[src/hdl/rloc_pkg.sv]
package rloc_pkg;
    localparam int ENTRIES_DEF = 64;
    localparam int COUNT_BITS_DEF = 8;
    localparam int DEV_W = 16;
    localparam int NUM_W = 32;
    localparam int SLOT_W = 6;

    typedef enum logic [2:0] {
        OP_GET = 3'd0, OP_GRAB = 3'd1, OP_PUT = 3'd2, OP_RELEASE = 3'd3,
        OP_LOCK = 3'd4, OP_UNLOCK = 3'd5, OP_FLUSH = 3'd6, OP_NONE = 3'd7
    } op_t;

    typedef enum logic [2:0] {
        ST_HIT = 3'd0, ST_MISS = 3'd1, ST_FULL = 3'd2, ST_BUSY = 3'd3,
        ST_NOTLOCKED = 3'd4, ST_FLUSHBUSY = 3'd5, ST_DONE = 3'd6, ST_SAT = 3'd7
    } status_t;

    typedef enum logic [3:0] {
        S_IDLE, S_SCAN_RD, S_SCAN, S_SLOT_RD, S_SLOT, S_LINK_RD, S_LINK,
        S_APPEND, S_RESP
    } state_t;
endpackage

[src/hdl/rloc_ram.sv]
module rloc_ram #(
    parameter int DEPTH = 64,
    parameter int WIDTH = 8
) (
    input  logic                     clk,
    input  logic                     we,
    input  logic [$clog2(DEPTH)-1:0] waddr,
    input  logic [WIDTH-1:0]         wdata,
    input  logic [$clog2(DEPTH)-1:0] raddr,
    output logic [WIDTH-1:0]         rdata
);
    logic [WIDTH-1:0] mem [DEPTH];

    always_ff @(posedge clk)
    begin
        if (we)
            mem[waddr] <= wdata;
        rdata <= mem[raddr];
    end
endmodule

[src/hdl/refcounted_lru_object_cache_core.sv]
// channel | signals                                          | dir
// request | valid, stall, opcode, device, object_number, slot_index | in
// result  | out_valid, out_stall, status, slot, wake_waiters | out
// Get and flush scan the slots through the entry memory; get stops at a match, flush at a busy entry.
// Slot operations read the entry, then may fix the links or append at the tail.
// Out-of-range slot or unused opcode: straight to the response state.
// After reset a clearing pass over all ENTRIES entries rebuilds the memories; no
// request is taken meanwhile. The result register holds under out_stall.
module refcounted_lru_object_cache_core
    import rloc_pkg::*;
#(
    parameter int ENTRIES = ENTRIES_DEF,
    parameter int COUNT_BITS = COUNT_BITS_DEF
) (
    input  logic              clk,
    input  logic              rst_n,
    input  logic              valid,
    output logic              stall,
    input  logic [2:0]        opcode,
    input  logic [DEV_W-1:0]  device,
    input  logic [NUM_W-1:0]  object_number,
    input  logic [SLOT_W-1:0] slot_index,
    output logic              out_valid,
    input  logic              out_stall,
    output logic [2:0]        status,
    output logic [SLOT_W-1:0] slot,
    output logic              wake_waiters
);
    localparam int AW = $clog2(ENTRIES);
    localparam int CW = COUNT_BITS;
    localparam logic [CW-1:0] CMAX = {CW{1'b1}};
    localparam logic [AW-1:0] LAST = AW'(ENTRIES - 1);
    // entry word: valid, locked, want, onlist, count, device, number
    localparam int EW = 4 + CW + DEV_W + NUM_W;
    localparam int LW = 2 * AW;

    typedef struct packed {
        logic           vld;
        logic           lck;
        logic           wnt;
        logic           onl;
        logic [CW-1:0]  cnt;
        logic [DEV_W-1:0] dev;
        logic [NUM_W-1:0] num;
    } entry_t;

    state_t state_reg, state_next;
    logic init_reg, init_next;
    logic [AW-1:0] idx_reg, idx_next;
    op_t op_reg, op_next;
    logic [DEV_W-1:0] dev_reg, dev_next;
    logic [NUM_W-1:0] num_reg, num_next;
    logic [AW-1:0] s_reg, s_next;
    logic found_reg, found_next;
    logic [AW-1:0] head_reg, head_next, tail_reg, tail_next;
    logic empty_reg, empty_next;
    logic ov_reg, ov_next;
    logic [2:0] st_reg, st_next;
    logic [SLOT_W-1:0] sl_reg, sl_next;
    logic wk_reg, wk_next;
    logic append_reg, append_next;
    logic [LW-1:0] lk_save_reg, lk_save_next;

    logic e_we, l_we;
    logic [AW-1:0] e_wa, e_ra, l_wa, l_ra;
    entry_t e_wd, e_rd;
    logic [EW-1:0] e_rdv;
    logic [LW-1:0] l_wd, l_rd;
    logic [AW-1:0] l_nx, l_pv;

    rloc_ram #(.DEPTH(ENTRIES), .WIDTH(EW)) u_entry (
        .clk(clk), .we(e_we), .waddr(e_wa), .wdata(e_wd), .raddr(e_ra),
        .rdata(e_rdv));
    rloc_ram #(.DEPTH(ENTRIES), .WIDTH(LW)) u_link (
        .clk(clk), .we(l_we), .waddr(l_wa), .wdata(l_wd), .raddr(l_ra),
        .rdata(l_rd));

    assign e_rd = entry_t'(e_rdv);
    assign l_nx = l_rd[LW-1:AW];
    assign l_pv = l_rd[AW-1:0];

    assign stall = (state_reg != S_IDLE) || init_reg || ov_reg;
    assign out_valid = ov_reg;
    assign status = st_reg;
    assign slot = sl_reg;
    assign wake_waiters = wk_reg;

    always_ff @(posedge clk or negedge rst_n)
    begin
        if (!rst_n)
        begin
            state_reg <= S_IDLE;
            init_reg <= 1'b1;
            idx_reg <= '0;
            head_reg <= '0;
            tail_reg <= LAST;
            empty_reg <= 1'b0;
            ov_reg <= 1'b0;
            append_reg <= 1'b0;
        end
        else
        begin
            state_reg <= state_next;
            init_reg <= init_next;
            idx_reg <= idx_next;
            head_reg <= head_next;
            tail_reg <= tail_next;
            empty_reg <= empty_next;
            ov_reg <= ov_next;
            append_reg <= append_next;
        end
    end

    always_ff @(posedge clk)
    begin
        op_reg <= op_next;
        dev_reg <= dev_next;
        num_reg <= num_next;
        s_reg <= s_next;
        found_reg <= found_next;
        st_reg <= st_next;
        sl_reg <= sl_next;
        wk_reg <= wk_next;
        lk_save_reg <= lk_save_next;
    end

    always_comb
    begin
        entry_t ne;
        logic dorm;
        state_next = state_reg;
        init_next = init_reg;
        idx_next = idx_reg;
        op_next = op_reg;
        dev_next = dev_reg;
        num_next = num_reg;
        s_next = s_reg;
        found_next = found_reg;
        head_next = head_reg;
        tail_next = tail_reg;
        empty_next = empty_reg;
        ov_next = ov_reg && out_stall;
        st_next = st_reg;
        sl_next = sl_reg;
        wk_next = wk_reg;
        append_next = append_reg;
        lk_save_next = lk_save_reg;
        e_we = 1'b0;
        e_wa = s_reg;
        e_wd = e_rd;
        e_ra = idx_reg;
        l_we = 1'b0;
        l_wa = s_reg;
        l_wd = l_rd;
        l_ra = s_reg;
        ne = e_rd;
        dorm = 1'b0;

        unique case (state_reg)
            S_IDLE:
            begin
                if (init_reg)
                begin
                    e_we = 1'b1;
                    e_wa = idx_reg;
                    e_wd = '0;
                    e_wd.onl = 1'b1;
                    l_we = 1'b1;
                    l_wa = idx_reg;
                    l_wd = {(idx_reg == LAST) ? AW'(0) : idx_reg + 1'b1,
                            (idx_reg == AW'(0)) ? LAST : idx_reg - 1'b1};
                    idx_next = idx_reg + 1'b1;
                    if (idx_reg == LAST)
                    begin
                        init_next = 1'b0;
                        idx_next = '0;
                    end
                end
                else if (valid && !ov_reg)
                begin
                    op_next = op_t'(opcode);
                    dev_next = device;
                    num_next = object_number;
                    s_next = AW'(slot_index);
                    found_next = 1'b0;
                    idx_next = '0;
                    append_next = 1'b0;
                    st_next = ST_DONE;
                    sl_next = '0;
                    wk_next = 1'b0;
                    unique case (op_t'(opcode)) inside
                        OP_GET, OP_FLUSH: state_next = S_SCAN_RD;
                        OP_NONE: state_next = S_RESP;
                        default:
                            state_next = (32'(slot_index) < ENTRIES) ? S_SLOT_RD : S_RESP;
                    endcase
                end
            end
            S_SCAN_RD:
            begin
                e_ra = idx_reg;
                state_next = S_SCAN;
            end
            S_SCAN:
            begin
                e_ra = idx_reg + 1'b1;
                if (op_reg == OP_GET)
                begin
                    if (e_rd.vld && e_rd.dev == dev_reg && e_rd.num == num_reg)
                    begin
                        found_next = 1'b1;
                        s_next = idx_reg;
                        e_ra = idx_reg;
                        state_next = S_SLOT_RD;
                    end
                    else if (idx_reg == LAST)
                    begin
                        if (empty_reg)
                        begin
                            st_next = ST_FULL;
                            state_next = S_RESP;
                        end
                        else
                        begin
                            s_next = head_reg;
                            e_ra = head_reg;
                            state_next = S_SLOT_RD;
                        end
                    end
                    else
                        idx_next = idx_reg + 1'b1;
                end
                else
                begin
                    if (e_rd.dev == dev_reg && e_rd.cnt != '0)
                    begin
                        st_next = ST_FLUSHBUSY;
                        sl_next = SLOT_W'(idx_reg);
                        state_next = S_RESP;
                    end
                    else
                    begin
                        if (e_rd.dev == dev_reg)
                        begin
                            e_we = 1'b1;
                            e_wa = idx_reg;
                            e_wd = e_rd;
                            e_wd.vld = 1'b0;
                        end
                        if (idx_reg == LAST)
                            state_next = S_RESP;
                        else
                            idx_next = idx_reg + 1'b1;
                    end
                end
            end
            S_SLOT_RD:
            begin
                e_ra = s_reg;
                l_ra = s_reg;
                state_next = S_SLOT;
            end
            S_SLOT:
            begin
                // e_rd / l_rd hold entry s and its links
                sl_next = SLOT_W'(s_reg);
                lk_save_next = l_rd;
                e_we = 1'b1;
                e_wa = s_reg;
                unique case (op_reg) inside
                    OP_GET, OP_GRAB:
                    begin
                        if (op_reg == OP_GET && !found_reg)
                        begin
                            ne.vld = 1'b1;
                            ne.dev = dev_reg;
                            ne.num = num_reg;
                            ne.lck = 1'b1;
                            ne.wnt = 1'b0;
                            ne.cnt = CW'(1);
                            st_next = ST_MISS;
                            dorm = 1'b1;
                        end
                        else if (e_rd.lck)
                        begin
                            ne.wnt = 1'b1;
                            st_next = ST_BUSY;
                        end
                        else
                        begin
                            dorm = 1'b1;
                            st_next = (op_reg == OP_GET) ? ST_HIT : ST_DONE;
                            if (e_rd.cnt == CMAX)
                                st_next = ST_SAT;
                            else
                                ne.cnt = e_rd.cnt + 1'b1;
                            ne.lck = 1'b1;
                        end
                    end
                    OP_PUT, OP_RELEASE:
                    begin
                        if (op_reg == OP_PUT && !e_rd.lck)
                            st_next = ST_NOTLOCKED;
                        else
                        begin
                            if (op_reg == OP_PUT)
                            begin
                                wk_next = e_rd.wnt;
                                ne.lck = 1'b0;
                                ne.wnt = 1'b0;
                            end
                            if (e_rd.cnt != '0)
                            begin
                                if (e_rd.cnt == CW'(1))
                                begin
                                    wk_next = (op_reg == OP_PUT) ? e_rd.wnt
                                              : e_rd.wnt;
                                    ne.lck = 1'b0;
                                    ne.wnt = 1'b0;
                                    if (!e_rd.onl)
                                    begin
                                        ne.onl = 1'b1;
                                        append_next = 1'b1;
                                    end
                                end
                                ne.cnt = e_rd.cnt - 1'b1;
                            end
                        end
                    end
                    OP_LOCK:
                    begin
                        if (e_rd.lck)
                        begin
                            ne.wnt = 1'b1;
                            st_next = ST_BUSY;
                        end
                        else
                            ne.lck = 1'b1;
                    end
                    default:
                    begin
                        if (!e_rd.lck)
                            st_next = ST_NOTLOCKED;
                        else
                        begin
                            wk_next = e_rd.wnt;
                            ne.lck = 1'b0;
                            ne.wnt = 1'b0;
                        end
                    end
                endcase
                if (dorm && e_rd.onl)
                begin
                    ne.onl = 1'b0;
                    if (s_reg == head_reg && s_reg == tail_reg)
                    begin
                        empty_next = 1'b1;
                        state_next = S_RESP;
                    end
                    else if (s_reg == head_reg)
                    begin
                        head_next = l_nx;
                        state_next = S_RESP;
                    end
                    else if (s_reg == tail_reg)
                    begin
                        tail_next = l_pv;
                        state_next = S_RESP;
                    end
                    else
                    begin
                        l_we = 1'b0;
                        l_ra = l_pv;
                        state_next = S_LINK_RD;
                    end
                end
                else if (append_next)
                    state_next = S_APPEND;
                else
                    state_next = S_RESP;
                e_wd = ne;
            end
            S_LINK_RD:
            begin
                // l_rd now holds links of prev; set prev.next = s.next
                l_we = 1'b1;
                l_wa = lk_save_reg[AW-1:0];
                l_wd = {lk_save_reg[LW-1:AW], l_rd[AW-1:0]};
                l_ra = lk_save_reg[LW-1:AW];
                state_next = S_LINK;
            end
            S_LINK:
            begin
                // l_rd holds links of next; set next.prev = s.prev
                l_we = 1'b1;
                l_wa = lk_save_reg[LW-1:AW];
                l_wd = {l_rd[LW-1:AW], lk_save_reg[AW-1:0]};
                state_next = S_RESP;
            end
            S_APPEND:
            begin
                state_next = S_RESP;
                if (empty_reg)
                begin
                    head_next = s_reg;
                    tail_next = s_reg;
                    empty_next = 1'b0;
                end
                else
                begin
                    state_next = S_LINK_RD;
                    l_ra = tail_reg;
                    l_we = 1'b1;
                    l_wa = s_reg;
                    l_wd = {lk_save_reg[LW-1:AW], tail_reg};
                    lk_save_next = {s_reg, tail_reg};
                    tail_next = s_reg;
                    state_next = S_LINK;
                end
            end
            S_RESP:
            begin
                ov_next = 1'b1;
                state_next = S_IDLE;
            end
            default: state_next = S_IDLE;
        endcase

        // append: in S_LINK after S_APPEND write tail.next = s
        if (state_reg == S_LINK && append_reg)
        begin
            l_wa = lk_save_reg[AW-1:0];
            l_wd = {lk_save_reg[LW-1:AW], l_rd[AW-1:0]};
            append_next = 1'b0;
        end
    end
endmodule

[config.mk]
export PLATFORM = sky130hd
export DESIGN_NAME = refcounted_lru_object_cache_core
export DESIGN_NICKNAME = d
export VERILOG_FILES = /design/src/hdl/rloc_pkg.sv /design/src/hdl/rloc_ram.sv /design/src/hdl/refcounted_lru_object_cache_core.sv
export SDC_FILE = /design/constraint.sdc
export NUM_CORES = 2
export LEC_CHECK = 0
export BUFFER_PORTS_ARGS = -buffer_cell sky130_fd_sc_hd__clkbuf_2
export CAP_MARGIN = 20
export CORE_MARGIN = 2
export CORE_UTILIZATION = 45
export CTS_BUF_LIST = sky130_fd_sc_hd__clkbuf_2
export DETAILED_ROUTE_END_ITERATION = 12
export MAX_ROUTING_LAYER = met4
export SLEW_MARGIN = 20
export SYNTH_ARGS = -nofsm -noshare
export SYNTH_HDL_FRONTEND = slang
export SYNTH_MEMORY_MAX_BITS = 65536
export SYNTH_SLANG_ARGS = --single-unit
[constraint.sdc]
create_clock -name clk -period 9.2 [get_ports clk]
set_clock_uncertainty 0.2 [all_clocks]
set_input_delay 0.46 -clock clk [delete_from_list [all_inputs] [get_ports clk]]
set_output_delay 0.46 -clock clk [all_outputs]
set_load 0.01 [all_outputs]
; Word level (Yosys, flattened, before mapping)
; Memory sizes are Yosys's and may differ from the RTL's. A register that Yosys moved wholly into a read port is not among the register bits.
; Cells that the tools add are included.
; Widths: inputs -> output; s select.
[word_totals]
out_inout_bits = 12
mem_bits_rw = 4608
word_cells = 268
mem_count = 2
ff_bits = 106
in_bits = 61
[op_classes]
eq_ne = 51
bitwise = 1
muxes = 149
n_reduce_logical = 44
n_addsub = 4
[mem_list]
columns = memory, depth, word_bits, read_ports, rd_clocked_by_memory_dff, write_ports, line
row1 = u_entry.mem, 64, 60, 1, 1, 1, rloc_ram.sv:12  ; logic [WIDTH-1:0] mem [DEPTH];
row2 = u_link.mem, 64, 12, 1, 1, 1, rloc_ram.sv:12
[ops]
columns = op, n
row1 = $mux 60, 4
row2 = $mux 6, 38
row3 = $pmux 60 s3, 1
row4 = $mux 48, 2
row5 = $pmux 6 s2, 6
row6 = $mux 4, 14
row7 = $pmux 6 s3, 3
row8 = $mux 12, 4
row9 = $pmux 12 s4, 1
row10 = $mux 3, 15
row11 = $mux 1, 41
row12 = $ne 3x3->1 const B, 11
row13 = $eq 32x32->1, 1
row14 = $pmux 4 s8, 1
row15 = $ne 2x2->1 const B, 14
row16 = $mux 8, 3
row17 = $pmux 12 s2, 1
row18 = $mux 11, 2
row19 = $reduce_and 5->1, 4
row20 = $pmux 3 s3, 2
row21 = $eq 16x16->1, 1
row22 = $eq 4x3->1 const B, 4
row23 = $pmux 8 s2, 1
row24 = $eq 6x6->1, 2
row25 = other kinds (40), 73

; Depth between registers and ports, before layout
[logic_depth]
ltp_word = 9
mapped_depth = 18
depth_no_buf = 12

; Cells and area by module
; Synthesis repeated with hierarchy kept, for this count alone.
[unflattened]
cells_unflattened = 8416
area_unflattened_um2 = 184371.8
[by_module_without_submodules]
columns = module, cells_per_inst, instances, area_each_um2, seq_area_each_um2
row1 = rloc_ram at u_entry, 6203, 1, 146445.5, 116511.7
row2 = rloc_ram at u_link, 1324, 1, 29871.1, 23302.3
row3 = refcounted_lru_object_cache_core, 889, 1, 8055.2, 3061.7

; Worst setup path after synthesis
; No wires, ideal clock.
[synth_timing]
path_type = register to register
from = register dev_reg[10]
to = memory u_entry.mem[62][0] in the netlist's numbering (enable)
path_slack_ns = 3.579
path_buffers = 1
stages_incl_launch_ff = 12
arrival_ns = 4.943
setup_time_ns = 0.478
required_ns = 8.522
period_less_slack_ns = 5.621
path_cell_list = edfxtp_1 > xor2_1 > nor4_1 > nand4_1 > nor2_1 > nand2_1 > a21oi_1 > clkbuf_1 > nand3_1 > o21ai_0 > nand3_1 > nor2_1
[synth_via]
elab_chain_cells = 7
elab_cells_between_ends = 12
classes_between = eq/ne: 1 / mux: 10 / reduce/logical: 1
[synth_rtl]
columns = item, line
row1 = start: declaration, refcounted_lru_object_cache_core.sv:51  ; logic [DEV_W-1:0] dev_reg, dev_next;
row2 = start signal: assignment, refcounted_lru_object_cache_core.sv:117  ; dev_reg <= dev_next;
row3 = $eq 16x16->1 *, "refcounted_lru_object_cache_core.sv:235, refcounted_lru_object_cache_core.sv:243"
row4 = $mux 1 or $logic_and 1x1->1 (tied branches), "refcounted_lru_object_cache_core.sv:243, refcounted_lru_object_cache_core.sv:235"
row5 = $mux 1, refcounted_lru_object_cache_core.sv:235  ; if (e_rd.dev == dev_reg && e_rd.cnt != '0)
row6 = $mux 1, refcounted_lru_object_cache_core.sv:207  ; if (op_reg == OP_GET)
row7 = $pmux 1 s3, refcounted_lru_object_cache_core.sv:159  ; unique case (state_reg)
row8 = $mux 1, rloc_ram.sv:16  ; if (we)
row9 = $mux 1 (implied by the code), rloc_ram.sv:17  ; mem[waddr] <= wdata;
row10 = end: declaration, rloc_ram.sv:12
; Mark *: on every way between the ends. The rest lies on a longest branch, timed or not.

; Worst setup path after layout
[layout_timing]
from = register num_reg[11]
to = register u_entry.rdata[49], read port of u_entry.mem
[layout_via]
elab_chain_cells = 5
[layout_rtl]
columns = item, line
row1 = start: declaration, refcounted_lru_object_cache_core.sv:52  ; logic [NUM_W-1:0] num_reg, num_next;
row2 = start signal: assignment, refcounted_lru_object_cache_core.sv:118  ; num_reg <= num_next;
row3 = $eq 32x32->1, refcounted_lru_object_cache_core.sv:209  ; if (e_rd.vld && e_rd.dev == dev_reg && e_rd.num == num_reg)
row4 = $logic_and 1x1->1, refcounted_lru_object_cache_core.sv:209
row5 = $mux 6, refcounted_lru_object_cache_core.sv:209
row6 = $mux 6, refcounted_lru_object_cache_core.sv:207
row7 = $pmux 6 s2, refcounted_lru_object_cache_core.sv:159
row8 = end: declaration, rloc_ram.sv:10  ; output logic [WIDTH-1:0] rdata
; Every way passes these cells.
; A chain may end at the register's enable or synchronous reset.

==> results.py <==
metrics = {
    "critical_path": {
        "slowest_delay_ps": 850,
        "cp-end-kind": "register",
        "critPathLaunchType": "register",
        "crit_fanout": 25,
        "critPathSlowestCell": "nor4_1",
        "cp.arrival_ps": 9190,
        "reg2regPathDepth": 13,
        "cp_top_family": "simple AND/OR/NAND/NOR gates",
        "worst_path_most_repeated_cell": "buf_4",
        "worstSetupPathType": "register to register",
        "required_ps": 11150,
        "cp_cell_sequence": "xor2_1 -> nor4_1 -> nand3_1 -> or4_1 -> buf_4 -> o21ai_0 -> nand3_2 -> buf_4 -> nor2_4 -> buf_4 -> a32oi_1 -> o22ai_1 -> o21a_1",
        "worst-path-buf-inv": 3,
        "path_depth": 13,
    },
    "drt": {
        "drt_iter0_drc": 19870,
        "dr.pass1.iters": 6,
        "ant_nets": 0,
        "vias_per_cell": 6.219,
        "drc": 0,
        "vias": 130200,
        "routed_wl_mm": 652.8,
        "routedWlPerCell_um": 31.18,
    },
    "grt": {
        "antenna_found_initial": 19,
        "grt_remaining_overflow": 0,
        "grt_pass1_wl_mm": 906.0,
        "grt_max_degree": 146,
        "grt_pass1_vias": 121900,
        "grtUsageTotal_pct": 30.82,
    },
    "floorplanning": {
        "initial_core_util_pct": 45.24,
        "core-area_um2": 420800,
        "fp-row-count": 238,
        "die_y_um": 654.4,
        "die_area_um2": 428300,
        "io-pin-count": 73,
        "dieWidth_um": 654.4,
    },
    "pwr": {
        "ir_worst_vdd_mv": 0.5237,
        "clockPowerShare_pct": 19.1,
        "p_comb_share_pct": 42.1,
        "switching_share_pct": 42.94,
        "p_leak_uw": 0.07381,
        "power_density_nw_per_um2": 346.2,
        "seqPwrFrac_pct": 38.8,
        "p_sw_uw": 31610,
        "power.internal_uw": 42010,
    },
    "timing": {
        "slew_violations": 0,
        "tns_ps": 0,
        "setup_ws_ps": 1959,
        "min_period_ps": 7241,
        "grt_setup_unrepaired": "false",
        "relSlewSlack_pct": 20.87,
        "max_freq_mhz": 138.1,
        "fin_crit_sh_pct": 78.70,
        "worst_pin_slew_ps": 1184,
        "hold_viol": 0,
        "setup_viol": 0,
    },
    "clocking": {
        "worst_skew_pair.late_latency_ps": 2450,
        "clk_pin_slew_ps": 130,
        "cts_tree": "yes",
        "cts_resized": 0,
        "cts_setup_buffers": 0,
        "cts_max_level": 7,
        "clock_path_buffers": 5,
        "cts_root_buf": "clkbuf_2",
        "cts.sinks": 4786,
        "cts_buffers": 1275,
    },
    "job": {
        "drv_cap": 0,
    },
    "final_layout": {
        "finalNetCount": 14570,
        "fill_cells": 36040,
        "final_cell_mix": "4688 x edfxtp_1, 2951 x nand2_1, 1903 x clkbuf_2, 758 x nand3_1, 571 x mux2i_1",
        "drive_gt1_share_pct": 17.14,
        "largest_reg_flops": 3840,
        "layout_commonest_cell": "edfxtp_1",
        "area_delta_synth_final_pct": 11.71,
        "largestRegisters": "u_entry.mem (3840), u_link.mem (768), u_entry.rdata (60)",
        "regMostFlops": "u_entry.mem",
    },
    "place": {
        "hpwlAfterDp_mm": 329.4,
        "pre_cts_ws_ps": 2489,
        "io_buffers": 72,
        "gp_congestion": 0.8675,
    },
    "synthesis": {
        "synth.ff_latch_count": 4786,
        "synthArstFlopShare_pct": 0.5433,
        "dominantRegCellSynth": "edfxtp_1",
        "netlist_instances": 13430,
        "synth-edff-count": 4688,
        "syn_area_per_cell_um2": 14.18,
        "ys_types": 72,
        "synth_nets": 13490,
        "ys_warn_count": 0,
        "yosysSeqAreaShare_pct": 75.05,
        "syn-cell-area_um2": 190400,
    },
    "min_path": {
        "hold_path_class": "primary input to asynchronous set/reset pin",
    },
    "status": {
        "status": "completed",
    },
}
## kinds of logic after synthesis
family	Yosys count	share of synthesized area (%)
compound gates	2272	8.447
xor+xnor	71	0.3266
fa+ha+maj	5	0.03286
buf+inv	993	2.279
flops	4786	75.05
mux	580	3.055
simple gates	4720	10.81
## worst register-to-register path: stages (launching register included)
cell and delay (ps):
edfxtp_1 480, xor2_1 310, nor4_1 860, nand3_1 520
or4_1 640, buf_4 240, o21ai_0 300, nand3_2 780
buf_4 580, nor2_4 780, buf_4 660, a32oi_1 230
o22ai_1 210, o21a_1 150
## cell type report
class | count | area (um2) | share of cell area (%)
flip-flops and latches | 4786 | 142900 | 67.18
multi-input cells | 7648 | 44450 | 20.90
clock buffers | 1831 | 9164 | 4.309
repair buffers | 766 | 7775 | 3.656
well taps | 5640 | 7057 | 3.318
clock inverters | 215 | 1194 | 0.5613
inverters | 26 | 97.59 | 0.04589
diodes | 21 | 52.55 | 0.02471
## power groups by stage
stage / combinational (uW) / clock (uW) / sequential [uW]
after floorplan: 19100 / 0 / 28900
after global placement: 29800 / 0 / 29100
after detailed placement: 30100 / 0 / 29100
after CTS: 30300 / 14300 / 28600
after global routing: 32700 / 15400 / 28600
final: 31000 / 14100 / 28600
## what timing repair did
action / in CTS / in global routing
hold buffers: 257 / 0
hold endpoints to repair: 162 / 0
endpoints found under the setup margin: 0 / 0
## Yosys cell counts (all sizes together), types with 53 or more instances
cell    instances  area share [%]
mux2i         571             3.0
a311oi        325             1.5
a211oi        354             1.4
dfxtp          72            0.76
nand4          59            0.19
a31oi         199            0.65
buf           357             1.0
nand3         759             2.0
o22ai         178            0.58
o221ai        150            0.69
nor2          231            0.46
nor3b          98            0.39
edfxtp       4688              74
a21oi         519             1.4
clkbuf        610             1.2
a311o          96            0.50
nor3          136            0.36
nand2        2967             5.9
o21ai         151            0.40
nor4          126            0.41
xor2           53            0.24
and3          266            0.87
## metal layers
layer	wire (um)	up-vias	global-route usage (%)
met4	24020	0	11.87
met5	0	-	-
met3	82130	1360	7.692
li1	-	54360	-
met1	252900	65540	41.55
met2	293700	8931	45.13
## per-stage QoR
step	instance area, um2	std cells	hold WS, ps	total power [uW]	utilization [%]
5_1_grt	212600	20930	150.4	76790	50.54
6_report	212700	20930	335.7	73630	50.54
3_5_place_dp	199400	18610	340.1	59180	47.40
2_1_floorplan	190400	13430	-35.59	48070	-
4_1_cts	212400	20910	14.36	73130	50.47
3_3_place_gp	199100	18590	333.6	58910	47.32
## worst paths after layout
kind | startpoint | endpoint | slack, ps
setup / recovery | num_reg[11] | u_entry.rdata[49] | 1960
hold / removal | rst_n | state_reg[3] | 340
setup reg to reg | num_reg[11] | u_entry.rdata[49] | 1960
hold reg to reg | tail_reg[3] | tail_reg[3] | 360
max in group asynchronous | rst_n | tail_reg[3] | 8110
min in group clk | tail_reg[3] | tail_reg[3] | 360
(Power assumes the default switching activity.)
